[config.mk]
export PLATFORM = sky130hd
export DESIGN_NAME = ip_and_transport_checksum_core
export DESIGN_NICKNAME = d
export VERILOG_FILES = /design/src/design/ipcsum_pkg.sv /design/src/design/ipcsum_cfg.sv /design/src/design/ipcsum_in_reg.sv /design/src/design/ipcsum_accum.sv /design/src/design/ipcsum_out_reg.sv /design/src/design/ip_and_transport_checksum_core.sv
export SDC_FILE = /design/constraint.sdc
export NUM_CORES = 1
export LEC_CHECK = 0
export ABC_AREA = 1
export ABC_CLOCK_PERIOD_IN_PS = 7700
export BUFFER_PORTS_ARGS = -buffer_cell sky130_fd_sc_hd__buf_2
export CAP_MARGIN = 20
export CELL_PAD_IN_SITES_DETAIL_PLACEMENT = 0
export CELL_PAD_IN_SITES_GLOBAL_PLACEMENT = 1
export CORE_UTILIZATION = 40
export CTS_CLUSTER_SIZE = 28
export DETAILED_ROUTE_END_ITERATION = 8
export GPL_ROUTABILITY_DRIVEN = 0
export PLACE_DENSITY_LB_ADDON = 0.1
export SETUP_SLACK_MARGIN = 0.4
export SYNTH_ARGS = -nofsm -noshare
export SYNTH_HDL_FRONTEND = slang
export SYNTH_SLANG_ARGS = --single-unit
[constraint.sdc]
create_clock -name clk -period 7.7 [get_ports clk]
set_input_delay 1.155 -clock clk [delete_from_list [all_inputs] [get_ports clk]]
set_output_delay 1.155 -clock clk [all_outputs]
set_load 0.005 [all_outputs]
[src/design/ipcsum_pkg.sv]
// Shared types, constants and helpers for the IPv4 / transport checksum core.
`timescale 1ns / 1ps
package ipcsum_pkg;

  localparam int unsigned DATA_W    = 8;
  localparam int unsigned WORD_W    = 16;
  localparam int unsigned POS_W     = 16;
  localparam int unsigned OFFSET_W  = 6;
  localparam int unsigned CFG_IDX_W = 1;

  localparam logic [OFFSET_W-1:0] IP_CSUM_OFFSET_RST  = 6'd10;
  localparam logic [OFFSET_W-1:0] SEG_CSUM_OFFSET_RST = 6'd16;

  localparam logic [POS_W-1:0] PROTO_POS  = 16'd9;
  localparam logic [POS_W-1:0] ADDR_FIRST = 16'd12;
  localparam logic [POS_W-1:0] ADDR_LAST  = 16'd19;

  localparam logic SEC_HEADER  = 1'b0;
  localparam logic SEC_SEGMENT = 1'b1;

  typedef enum logic [CFG_IDX_W-1:0] {
    CFG_IP_CSUM_OFFSET  = 1'b0,
    CFG_SEG_CSUM_OFFSET = 1'b1
  } cfg_index_t;

  typedef struct packed {
    logic [OFFSET_W-1:0] ip_csum_offset;
    logic [OFFSET_W-1:0] seg_csum_offset;
  } cfg_t;

  typedef struct packed {
    logic [DATA_W-1:0] data_byte;
    logic              section;
    logic              last;
    logic              include_pseudo;
  } item_t;

  typedef struct packed {
    logic [WORD_W-1:0] checksum;
    logic              which_section;
  } result_t;

  // Fold an 18-bit sum of up to four 16-bit words down to 16 bits
  // with end-around carry.
  function automatic logic [WORD_W-1:0] fold18(input logic [WORD_W+1:0] s);
    logic [WORD_W:0] f1;
    logic [WORD_W:0] f2;
    f1 = {1'b0, s[WORD_W-1:0]} + {{(WORD_W-1){1'b0}}, s[WORD_W+1:WORD_W]};
    f2 = {1'b0, f1[WORD_W-1:0]} + {{WORD_W{1'b0}}, f1[WORD_W]};
    return f2[WORD_W-1:0];
  endfunction

endpackage

[src/design/ipcsum_cfg.sv]
// Configuration registers: checksum field offsets for header and segment.
`timescale 1ns / 1ps
module ipcsum_cfg
  import ipcsum_pkg::*;
(
  input  logic                 clk,
  input  logic                 rst,
  input  logic                 cfg_valid,
  output logic                 cfg_ready,
  input  logic [CFG_IDX_W-1:0] cfg_index,
  input  logic [OFFSET_W-1:0]  cfg_data,
  output cfg_t                 cfg
);

  cfg_t cfg_next;

  assign cfg_ready = 1'b1;

  always_comb begin
    cfg_next = cfg;
    if (cfg_valid) begin
      case (cfg_index_t'(cfg_index))
        CFG_IP_CSUM_OFFSET:  cfg_next.ip_csum_offset  = cfg_data;
        CFG_SEG_CSUM_OFFSET: cfg_next.seg_csum_offset = cfg_data;
        default:             cfg_next = cfg;
      endcase
    end
  end

  always_ff @(posedge clk) begin
    if (rst) begin
      cfg.ip_csum_offset  <= IP_CSUM_OFFSET_RST;
      cfg.seg_csum_offset <= SEG_CSUM_OFFSET_RST;
    end else begin
      cfg <= cfg_next;
    end
  end

endmodule

[src/design/ipcsum_in_reg.sv]
// Input register: holds one accepted byte beat until the accumulator takes it.
`timescale 1ns / 1ps
module ipcsum_in_reg
  import ipcsum_pkg::*;
(
  input  logic  clk,
  input  logic  rst,
  input  logic  byte_valid,
  output logic  byte_stall,
  input  item_t item_in,
  output logic  item_valid,
  output item_t item,
  input  logic  item_take
);

  // Stall only while a held beat cannot move on this cycle.
  assign byte_stall = item_valid && !item_take;

  always_ff @(posedge clk) begin
    if (rst) begin
      item_valid <= 1'b0;
    end else if (!byte_stall) begin
      item_valid <= byte_valid;
    end
  end

  always_ff @(posedge clk) begin
    if (byte_valid && !byte_stall) begin
      item <= item_in;
    end
  end

endmodule

[src/design/ipcsum_accum.sv]
// Running ones' complement sums, byte pairing and pseudo-header capture.
`timescale 1ns / 1ps
module ipcsum_accum
  import ipcsum_pkg::*;
(
  input  logic    clk,
  input  logic    rst,
  input  cfg_t    cfg,
  input  logic    item_fire,
  input  item_t   item,
  output result_t result
);

  logic [WORD_W-1:0] run_sum;
  logic [WORD_W-1:0] pseudo_sum;
  logic [POS_W-1:0]  pos;
  logic [DATA_W-1:0] pend;
  logic              cur_sec;

  logic              sec_change;
  logic [POS_W-1:0]  pos_eff;
  logic [POS_W-1:0]  pos_inc;
  logic [WORD_W-1:0] sum_eff;
  logic [POS_W-1:0]  off;
  logic [DATA_W-1:0] b;
  logic [WORD_W-1:0] word;
  logic [WORD_W-1:0] ps_base;
  logic [WORD_W-1:0] ps_add;
  logic [WORD_W-1:0] pseudo_next;
  logic              add_pseudo;
  logic [WORD_W-1:0] ps_term;
  logic [WORD_W-1:0] len_term;
  logic [WORD_W+1:0] total;
  logic [WORD_W-1:0] total_fold;

  always_comb begin
    sec_change = item.section != cur_sec;
    pos_eff    = sec_change ? '0 : pos;
    sum_eff    = sec_change ? '0 : run_sum;
    pos_inc    = pos_eff + 16'd1;
    off        = (item.section == SEC_HEADER) ? POS_W'(cfg.ip_csum_offset)
                                               : POS_W'(cfg.seg_csum_offset);
    // Read the stored checksum field as zero.
    b = (pos_eff == off || pos_eff == off + 16'd1) ? '0 : item.data_byte;

    if (pos_eff[0]) begin
      word = {pend, b};
    end else if (item.last) begin
      word = {b, 8'h00};
    end else begin
      word = '0;
    end

    // Pseudo-header: protocol byte and both addresses, restart on a new header.
    ps_base = (pos_eff == '0) ? '0 : pseudo_sum;
    if (pos_eff == PROTO_POS) begin
      ps_add = {8'h00, b};
    end else if (pos_eff inside {[ADDR_FIRST:ADDR_LAST]}) begin
      ps_add = pos_eff[0] ? {8'h00, b} : {b, 8'h00};
    end else begin
      ps_add = '0;
    end
    pseudo_next = (item.section == SEC_HEADER)
                ? fold18({2'b00, ps_base} + {2'b00, ps_add})
                : pseudo_sum;

    add_pseudo = (item.section == SEC_SEGMENT) && item.last && item.include_pseudo;
    ps_term    = add_pseudo ? pseudo_sum : '0;
    len_term   = add_pseudo ? pos_inc : '0;
    total      = {2'b00, sum_eff} + {2'b00, word} + {2'b00, ps_term} + {2'b00, len_term};
    total_fold = fold18(total);
  end

  always_ff @(posedge clk) begin
    if (rst) begin
      run_sum    <= '0;
      pseudo_sum <= '0;
      pos        <= '0;
      pend       <= '0;
      cur_sec    <= SEC_HEADER;
    end else if (item_fire) begin
      cur_sec    <= item.section;
      pseudo_sum <= pseudo_next;
      if (!pos_eff[0] && !item.last) begin
        pend <= b;
      end
      if (item.last) begin
        run_sum <= '0;
        pos     <= '0;
      end else begin
        run_sum <= total_fold;
        pos     <= pos_inc;
      end
    end
  end

  assign result.checksum      = ~total_fold;
  assign result.which_section = item.section;

endmodule

[src/design/ipcsum_out_reg.sv]
// Result register: holds one checksum beat until the consumer takes it.
`timescale 1ns / 1ps
module ipcsum_out_reg
  import ipcsum_pkg::*;
(
  input  logic    clk,
  input  logic    rst,
  input  logic    load,
  input  result_t result_in,
  output logic    free,
  output logic    result_valid,
  input  logic    result_stall,
  output result_t result
);

  assign free = !result_valid || !result_stall;

  always_ff @(posedge clk) begin
    if (rst) begin
      result_valid <= 1'b0;
    end else if (free) begin
      result_valid <= load;
    end
  end

  always_ff @(posedge clk) begin
    if (load && free) begin
      result <= result_in;
    end
  end

endmodule

[src/design/ip_and_transport_checksum_core.sv]
// Top level of the IPv4 header and transport checksum core.
//
//   channel   direction  handshake                   payload
//   byte      in         byte_valid / byte_stall     data_byte, section, last, include_pseudo
//   result    out        result_valid / result_stall checksum, which_section
//   cfg       in         cfg_valid / cfg_ready       cfg_index, cfg_data
//
// One byte beat is taken every cycle while byte_stall is low. An accepted byte sits
// in the input register while the accumulator adds it; a last byte's checksum is loaded
// into the result register as that byte leaves the input register, and result_valid
// is driven from the result register. The 16-bit end-around add in the accumulator
// sets the pace. Reset is synchronous, clears the sums and position and sets the
// offsets to ip 10, segment 16. A stalled result holds the result register and,
// only when a last byte waits behind it, the byte side.
`timescale 1ns / 1ps
module ip_and_transport_checksum_core
  import ipcsum_pkg::*;
(
  input  logic                 clk,
  input  logic                 rst,
  input  logic                 byte_valid,
  output logic                 byte_stall,
  input  logic [DATA_W-1:0]    data_byte,
  input  logic                 section,
  input  logic                 last,
  input  logic                 include_pseudo,
  output logic                 result_valid,
  input  logic                 result_stall,
  output logic [WORD_W-1:0]    checksum,
  output logic                 which_section,
  input  logic                 cfg_valid,
  output logic                 cfg_ready,
  input  logic [CFG_IDX_W-1:0] cfg_index,
  input  logic [OFFSET_W-1:0]  cfg_data
);

  cfg_t    cfg;
  item_t   item_in;
  item_t   item;
  logic    item_valid;
  logic    item_take;
  logic    item_fire;
  logic    out_free;
  result_t acc_result;
  result_t result;

  assign item_in = '{data_byte: data_byte, section: section, last: last,
                     include_pseudo: include_pseudo};

  // A byte with no result moves on at once; a last byte needs a free slot.
  assign item_take = !item.last || out_free;
  assign item_fire = item_valid && item_take;

  ipcsum_cfg u_cfg (
    .clk       (clk),
    .rst       (rst),
    .cfg_valid (cfg_valid),
    .cfg_ready (cfg_ready),
    .cfg_index (cfg_index),
    .cfg_data  (cfg_data),
    .cfg       (cfg)
  );

  ipcsum_in_reg u_in_reg (
    .clk        (clk),
    .rst        (rst),
    .byte_valid (byte_valid),
    .byte_stall (byte_stall),
    .item_in    (item_in),
    .item_valid (item_valid),
    .item       (item),
    .item_take  (item_take)
  );

  ipcsum_accum u_accum (
    .clk       (clk),
    .rst       (rst),
    .cfg       (cfg),
    .item_fire (item_fire),
    .item      (item),
    .result    (acc_result)
  );

  ipcsum_out_reg u_out_reg (
    .clk          (clk),
    .rst          (rst),
    .load         (item_fire && item.last),
    .result_in    (acc_result),
    .free         (out_free),
    .result_valid (result_valid),
    .result_stall (result_stall),
    .result       (result)
  );

  assign checksum      = result.checksum;
  assign which_section = result.which_section;

endmodule
==> results of run 1 <==
## cell usage in the layout, fill, tap and decap left out, types with 4 or more instances in the layout
cell       netlist  routed
dfxtp_1         71      71
a21oi_1         93      83
xnor2_1         13       8
ha_4             0      19
a21o_1           4       4
nor3_1          11      11
inv_1          243     224
nand2_4          4      13
o211ai_1         4       4
o21ai_0         51      46
nand3_2         16      23
inv_2           16      30
xor2_1          40      36
buf_2            4      41
a21oi_2          2      11
ha_1            60      38
buf_6            0      15
buf_4            4     211
o21ai_1          7       7
nor2_1         142     121
nand4_1         29      29
fa_1            20      17
edfxtp_1        28      28
nor2_2          21      26
o21ai_2          1       5
nor2_4           6      22
nand2_2         20      38
nand3_1        100      90
nand2_1        404     377
xnor2_4          1       4
clkbuf_16        0       9
inv_4            1       5
## routing by layer
metal  track usage  vias up  wire, um
met3        0.0245       56       762
met1         0.304     4455     13100
met2         0.429      149     14400
li1              -     5126         -
met5             0        -         0
met4        0.0976        0      1060
## cell usage after synthesis (3+ instances only)
library cell	instances	share of area
o21bai_1	3	0.0024
inv_2	16	0.0064
fa_1	20	0.043
nor2_4	6	0.0072
nor4_1	5	0.0033
edfxtp_1	28	0.089
nand3b_1	3	0.0024
nor3_1	11	0.0059
buf_2	4	0.0021
a21oi_1	93	0.049
buf_4	4	0.0032
o211ai_1	4	0.0032
a21o_1	4	0.0032
inv_1	243	0.097
nand3_1	100	0.053
nand3_2	16	0.017
nor2_2	21	0.014
o21ai_1	7	0.0037
nand4_1	29	0.019
dfxtp_1	71	0.15
nor2_1	142	0.057
xor2_1	40	0.037
nand2_4	4	0.0048
o21ai_0	51	0.027
clkbuf_1	23	0.0092
xnor2_1	13	0.012
ha_1	60	0.080
nand2_2	20	0.013
nand2_1	404	0.16
## worst min-delay path: stages (launching register included)
cell     delay [ns]
dfxtp_1        0.31
nand2_1        0.06
a21oi_1        0.05
## area by class of cell
type / count / area share
multi-input combinational: 1076 / 0.534
clock inverter: 7 / 0.00714
sequential: 99 / 0.177
clock buffer: 9 / 0.0176
tap: 313 / 0.0306
inverter: 262 / 0.0784
timing repair buffer: 269 / 0.156
## power breakdown
| part | switching (mW) | internal, mW | leakage (nW) |
|---|---|---|---|
| sequential | 0.0126 | 0.555 | 0.826 |
| combinational | 0.166 | 0.113 | 5.17 |
| clock | 0.237 | 0.261 | 0.153 |
## path summary, 6_finish.rpt
check,startpoint,cells after the start,to,slack [ns]
worst min register to register,u_accum.pos[6],2,u_accum.pos[6],0.47
worst max-delay path,u_in_reg.item[2],60,u_accum.run_sum[15],-0.65
worst min-delay path,u_accum.pos[6],2,u_accum.pos[6],0.47
worst max register to register,u_in_reg.item[2],60,u_accum.run_sum[15],-0.65
## kinds of logic after synthesis
family / count (synthesis) / synth area share
AND/OR/NAND/NOR: 767 / 0.364
buffers and inverters: 293 / 0.119
AO/OA/AOI/OAI: 174 / 0.101
flip-flops: 99 / 0.240
adder cells (fa/ha/maj): 80 / 0.122
XOR/XNOR: 54 / 0.0523
other: 1 / 0.000399
## state kept, by name, indices dropped and copies added, names as in the netlist
signal	count
u_in_reg.item	11
u_accum.pend	8
u_accum.pos	16
u_accum.cur_sec	1
u_in_reg.item_valid	1
u_accum.run_sum	16
u_out_reg.result_valid	1
u_accum.pseudo_sum	16
u_out_reg.result	17
u_cfg.cfg	12
## repair_timing
item | in CTS | in global routing
resized for setup | 39 | 132
hold buffers | 0 | 0
pin swaps | 30 | 42
setup endpoints to repair | 32 | 42
setup buffers | 17 | 39
==> impl_results.md, run 1 <==
* Total Wirelength at ~30 mm
* Endpoints failing hold at 0
* Routed wire length per instance at 14.4 um
* Area occupied by multi-input gates at 0.00683 mm2
* Lkg Pwr at 6.14 nW
* Max VDD drop at 96.6 uV
* Ports at 43
* Max-slew violations at 0
* Slew HR at 0.371
* Synth cell types at between 40 and 50
* Hold_ws at between 0.4 and 0.5 ns
* Fin area at ~0.013 mm2
* Die span in x at about 160 um
* CP required at between 7 and 8 ns
* Clk root buf: clkbuf_16
* Clock skew at ~0.016 ns
* Vias/cell at 4.81
* Final HPWL DP at between 20 and 25 mm
* WP buf/inv at 7
* Share of cells above drive strength 1 at 0.297
* Yosys Warn Count at 0
* Die Y at around 160 um
* Largest net degree at the start of global routing at 43
* Max Root-Sink Buffers at 2
* Total number of vias at around 9.8k
* Failing checks: setup timing
* Remaining Overflow, GRT at 0
* # rows at 55
* CP endpoint kind: flip-flop
* Setup TNS at -10.79 ns
* Setup WS post-layout at -0.652 ns
* Vias in the first global route at slightly above 9k
* Worst Setup Start Kind: flip-flop
* Placed insts at ~2.0k
* Mapped Cells at between 1k and 1.5k
* First-pass GRT wire length at ~46 mm
* Avg Cell Area, Syn at ~6.4 um2
* First drt pass iteration count at 5
* CP delay by family, top: simple AND/OR/NAND/NOR gates
* Status: complete, but fails checks
* DP Worst Slack at -0.732 ns
* Layout Cells excl Fill at just over 2k
* Final setup violation count at 24
* Post-synthesis sequential area ratio at 0.240
* Total Routing Usage GR at 0.244
* Worst-Skew Late Latency at about 0.37 ns
* Time the worst path needs with I/O delays and setup at 8.35 ns
* Power Density at 105 mW/mm2
* RSZ-0062 raised after global routing: true
* Slowest CP cell: fa_1
* Clk slew on worst S/H paths at around 0.08 ns
* Final antenna diode count at 0
* Seq. cell area at 0.00226 mm2
* Critical path peak fanout at 7
* Max-cap check violation count at 0
* Core box area at ~0.023 mm2
* Cts bufs inserted at 9
* IO Port Bufs at 41
* Type of the most critical hold path: reg -> reg
* Initial antenna violation count at 0
* Area growth syn-to-layout at 36.0%
* DRC viols at 0
* Critical path class: reg -> reg
* Nets at about 1.8k
* Die footprint at 0.0241 mm2
* Worst Max-Slew Pin Slew at 0.943 ns
* Fillers at about 2.3k
* WP data arrival at 8.57 ns
* Async S/R FF share, synth at 0
* Detail Route Antenna Nets at 0
* Post-synth EDFFs at 28
* Core Util, Final at 0.560
* Fmax achieved at around 120 MHz
* Fin crit share at 1.08
* CP peak stage delay at around 0.55 ns
* H-tree depth at 3
* Mapped Area at roughly 0.0094 mm2
* TritonCTS clock tree: yes
* Syn_nets at between 1.5k and 2k
* Placed Area at 0.0113 mm2
* Clk sinks at 99
* Iteration-0 DRC count of the detailed router at about 480
* Power, Total at roughly 1.3 mW
* Starting Density at 0.412
* Flops & latches, synth at 99
* Main synth FF type: dfxtp_1
Note: power is estimated with default switching activity, not from simulation.
==> run 2: changes to the inputs <==
CORE_ASPECT_RATIO = 0.6   (was not set)
MAX_ROUTING_LAYER = met4   (was not set)
==> impl_results.md, run 2 (synthesis gave the netlist of run 1 again) <==
* RSZ-0062 raised after global routing: true
* Reg2reg setup slack at -0.92 ns
* Max Root-Sink Buffers at 2
* NetSw at between 400 and 500 uW
* Ports at between 40 and 50
* Core box area at about 0.023 mm2
* Total Wirelength at 32.1 mm
* CP required at between 7 and 8 ns
* Critical path class: reg -> reg
* Max-cap check violation count at 0
* Pint at 897 uW
* Seq. cell area at around 0.0023 mm2
* Clk root buf: clkbuf_16
* Logic pwr share at 0.222
* Reg with most FFs: u_out_reg.result
* Clock power share at 0.342
* CP startpoint: u_in_reg.item[2]
* Fillers at about 2.3k
* Worst-Skew Late Latency at about 0.36 ns
* Routed wire length per instance at roughly 16 um
* Cts bufs inserted at 9
* # rows at between 40 and 50
* CTS hold repair buffers at 0
* Critical path peak fanout at 7
* Clk sinks at 99
* Area growth syn-to-layout at 35.3%
* Die span in x at between 150 and 200 um
* Fin crit share at 1.12
* Core Util, Final at 0.552
* Starting Density at 0.408
* H-tree depth at 3
* Status: complete, but fails checks
* Nets at between 1.5k and 2k
* DP Worst Slack at -1.22 ns
* Detail Route Antenna Nets at 0
* Iteration-0 DRC count of the detailed router at 856
* Commonest non-fill, non-tap cells in the layout: nand2_1 (385), buf_4 (232), inv_1 (230), nor2_1 (127), nand3_1 (89)
* Clk slew on worst S/H paths at 0.07 ns
* First-pass GRT wire length at 48.7 mm
* CP peak stage delay at roughly 0.52 ns
* Remaining Overflow, GRT at 0
* First drt pass iteration count at 5
* Total Routing Usage GR at 0.276
* Largest net degree at the start of global routing at 43
* Max FFs per register at 17
* Cell mode on critical path: nand2_2
* Final antenna diode count at 0
* Area occupied by multi-input gates at around 0.0066 mm2
* Setup TNS at -18.57 ns
* Die Y at 121 um
* Worst Setup Start Kind: flip-flop
* Total number of vias at between 10k and 15k
* Vias/cell at about 4.9
* Endpoints failing hold at 0
* Final HPWL DP at about 26 mm
* Vias in the first global route at a little under 9k
* Slowest CP cell: fa_1
* Share of cells above drive strength 1 at 0.293
* Failing checks: setup timing
* Worst r2r path cells at 59
* Reg power frac at 0.436
* Sw frac at 0.311
* Time the worst path needs with I/O delays and setup at between 8 and 9 ns
* WP data arrival at between 8 and 9 ns
* TritonCTS clock tree: yes
* Reg2reg start: u_in_reg.item[2]
* Clock skew at around 0.011 ns
* Fmax achieved at approximately 120 MHz
* Type of the most critical hold path: reg -> reg
* Initial antenna violation count at 0
* Power Density at ~100 mW/mm2
* DRC viols at 0
* Final setup violation count at 28
* RR Endpoint: u_accum.run_sum[12]
* Max-slew violations at 0
* Lkg Pwr at approximately 6.2 nW
* Layout Cells excl Fill at 2057
* IO Port Bufs at a little over 40
* Placed insts at between 1.5k and 2k
* CP endpoint kind: flip-flop
* Slew HR at 0.327
* Die footprint at around 0.024 mm2
* Worst Max-Slew Pin Slew at 1.01 ns
* Setup WS post-layout at -0.923 ns
* Worst Setup EP: u_accum.run_sum[12]
* Commonest non-fill, non-tap cell in the layout: nand2_1
* Max VDD drop at between 100 and 150 uV
run 2: cell types whose count changed in the layout (fill, tap and decap cells not counted), sizes merged:
| cell | previous run | this run |
|---|---|---|
| inv | 262 | 260 |
| clkinv | 4 | 6 |
| bufinv | 1 | 0 |
| clkbuf | 9 | 10 |
| buf | 269 | 289 |
run 2: per-layer routing:
layer  track usage  up-vias  share of wire
met4        0.0329        0         0.0056
met1         0.454     4661           0.56
met5             -        -              0
met2         0.325      273           0.36
met3        0.0681       15          0.078
li1              -     5181              -
run 2: area by class of cell:
cell class / count / share of cell area
Multi-Input combinational cell: 1076 / 0.522
Inverter: 262 / 0.0783
Clock inverter: 6 / 0.00305
Timing Repair Buffer: 289 / 0.169
Clock buffer: 10 / 0.0188
Tap cell: 315 / 0.0310
Sequential cell: 99 / 0.178
run 2: repair_timing:
action / CTS / global route
endpoints found under the setup margin: 39 / 43
cloned: 0 / 0
pin swaps: 65 / 89
resized for setup: 55 / 79
buffers inserted: 33 / 31
run 2: power by group through the flow:
stage	sequential [mW]	clock, mW	combinational, mW
floorplan	0.575	0	0.147
global placement	0.580	0	0.254
detailed placement	0.580	0	0.256
CTS	0.568	0.456	0.267
global route	0.570	0.476	0.313
finish	0.568	0.446	0.288
run 2: critical path, delay by kind of cell, from the launching register on:
kind | cells | cell delay [ns]
compound gates | 6 | 0.79
buf+inv | 12 | 1.30
flops | 1 | 0.40
simple gates | 28 | 3.07
xor+xnor | 5 | 0.90
fa+ha+maj | 8 | 2.06
run 2: how the worst min path moves through the flow:
stage                              from  cells after the start             endpoint  slack [ns]
global route         u_accum.run_sum[4]                      2   u_accum.run_sum[4]        0.49
global placement         u_accum.pos[8]                      2       u_accum.pos[8]        0.45
finish               u_accum.run_sum[8]                      2   u_accum.run_sum[8]        0.47
floorplan                  u_cfg.cfg[7]                      2         u_cfg.cfg[7]        0.43
CTS                 u_accum.run_sum[11]                      2  u_accum.run_sum[11]        0.47
detailed placement  u_accum.run_sum[11]                      2  u_accum.run_sum[11]        0.46
run 2: stage by stage:
| stage | instance area, um2 | total power [mW] | hold WS [ns] |
|---|---|---|---|
| floorplan | 9540 | 0.722 | 0.429 |
| global placement | 11400 | 0.834 | 0.451 |
| detailed placement | 11400 | 0.835 | 0.456 |
| CTS | 12100 | 1.29 | 0.467 |
| global route | 12700 | 1.36 | 0.490 |
| finish | 12700 | 1.30 | 0.466 |
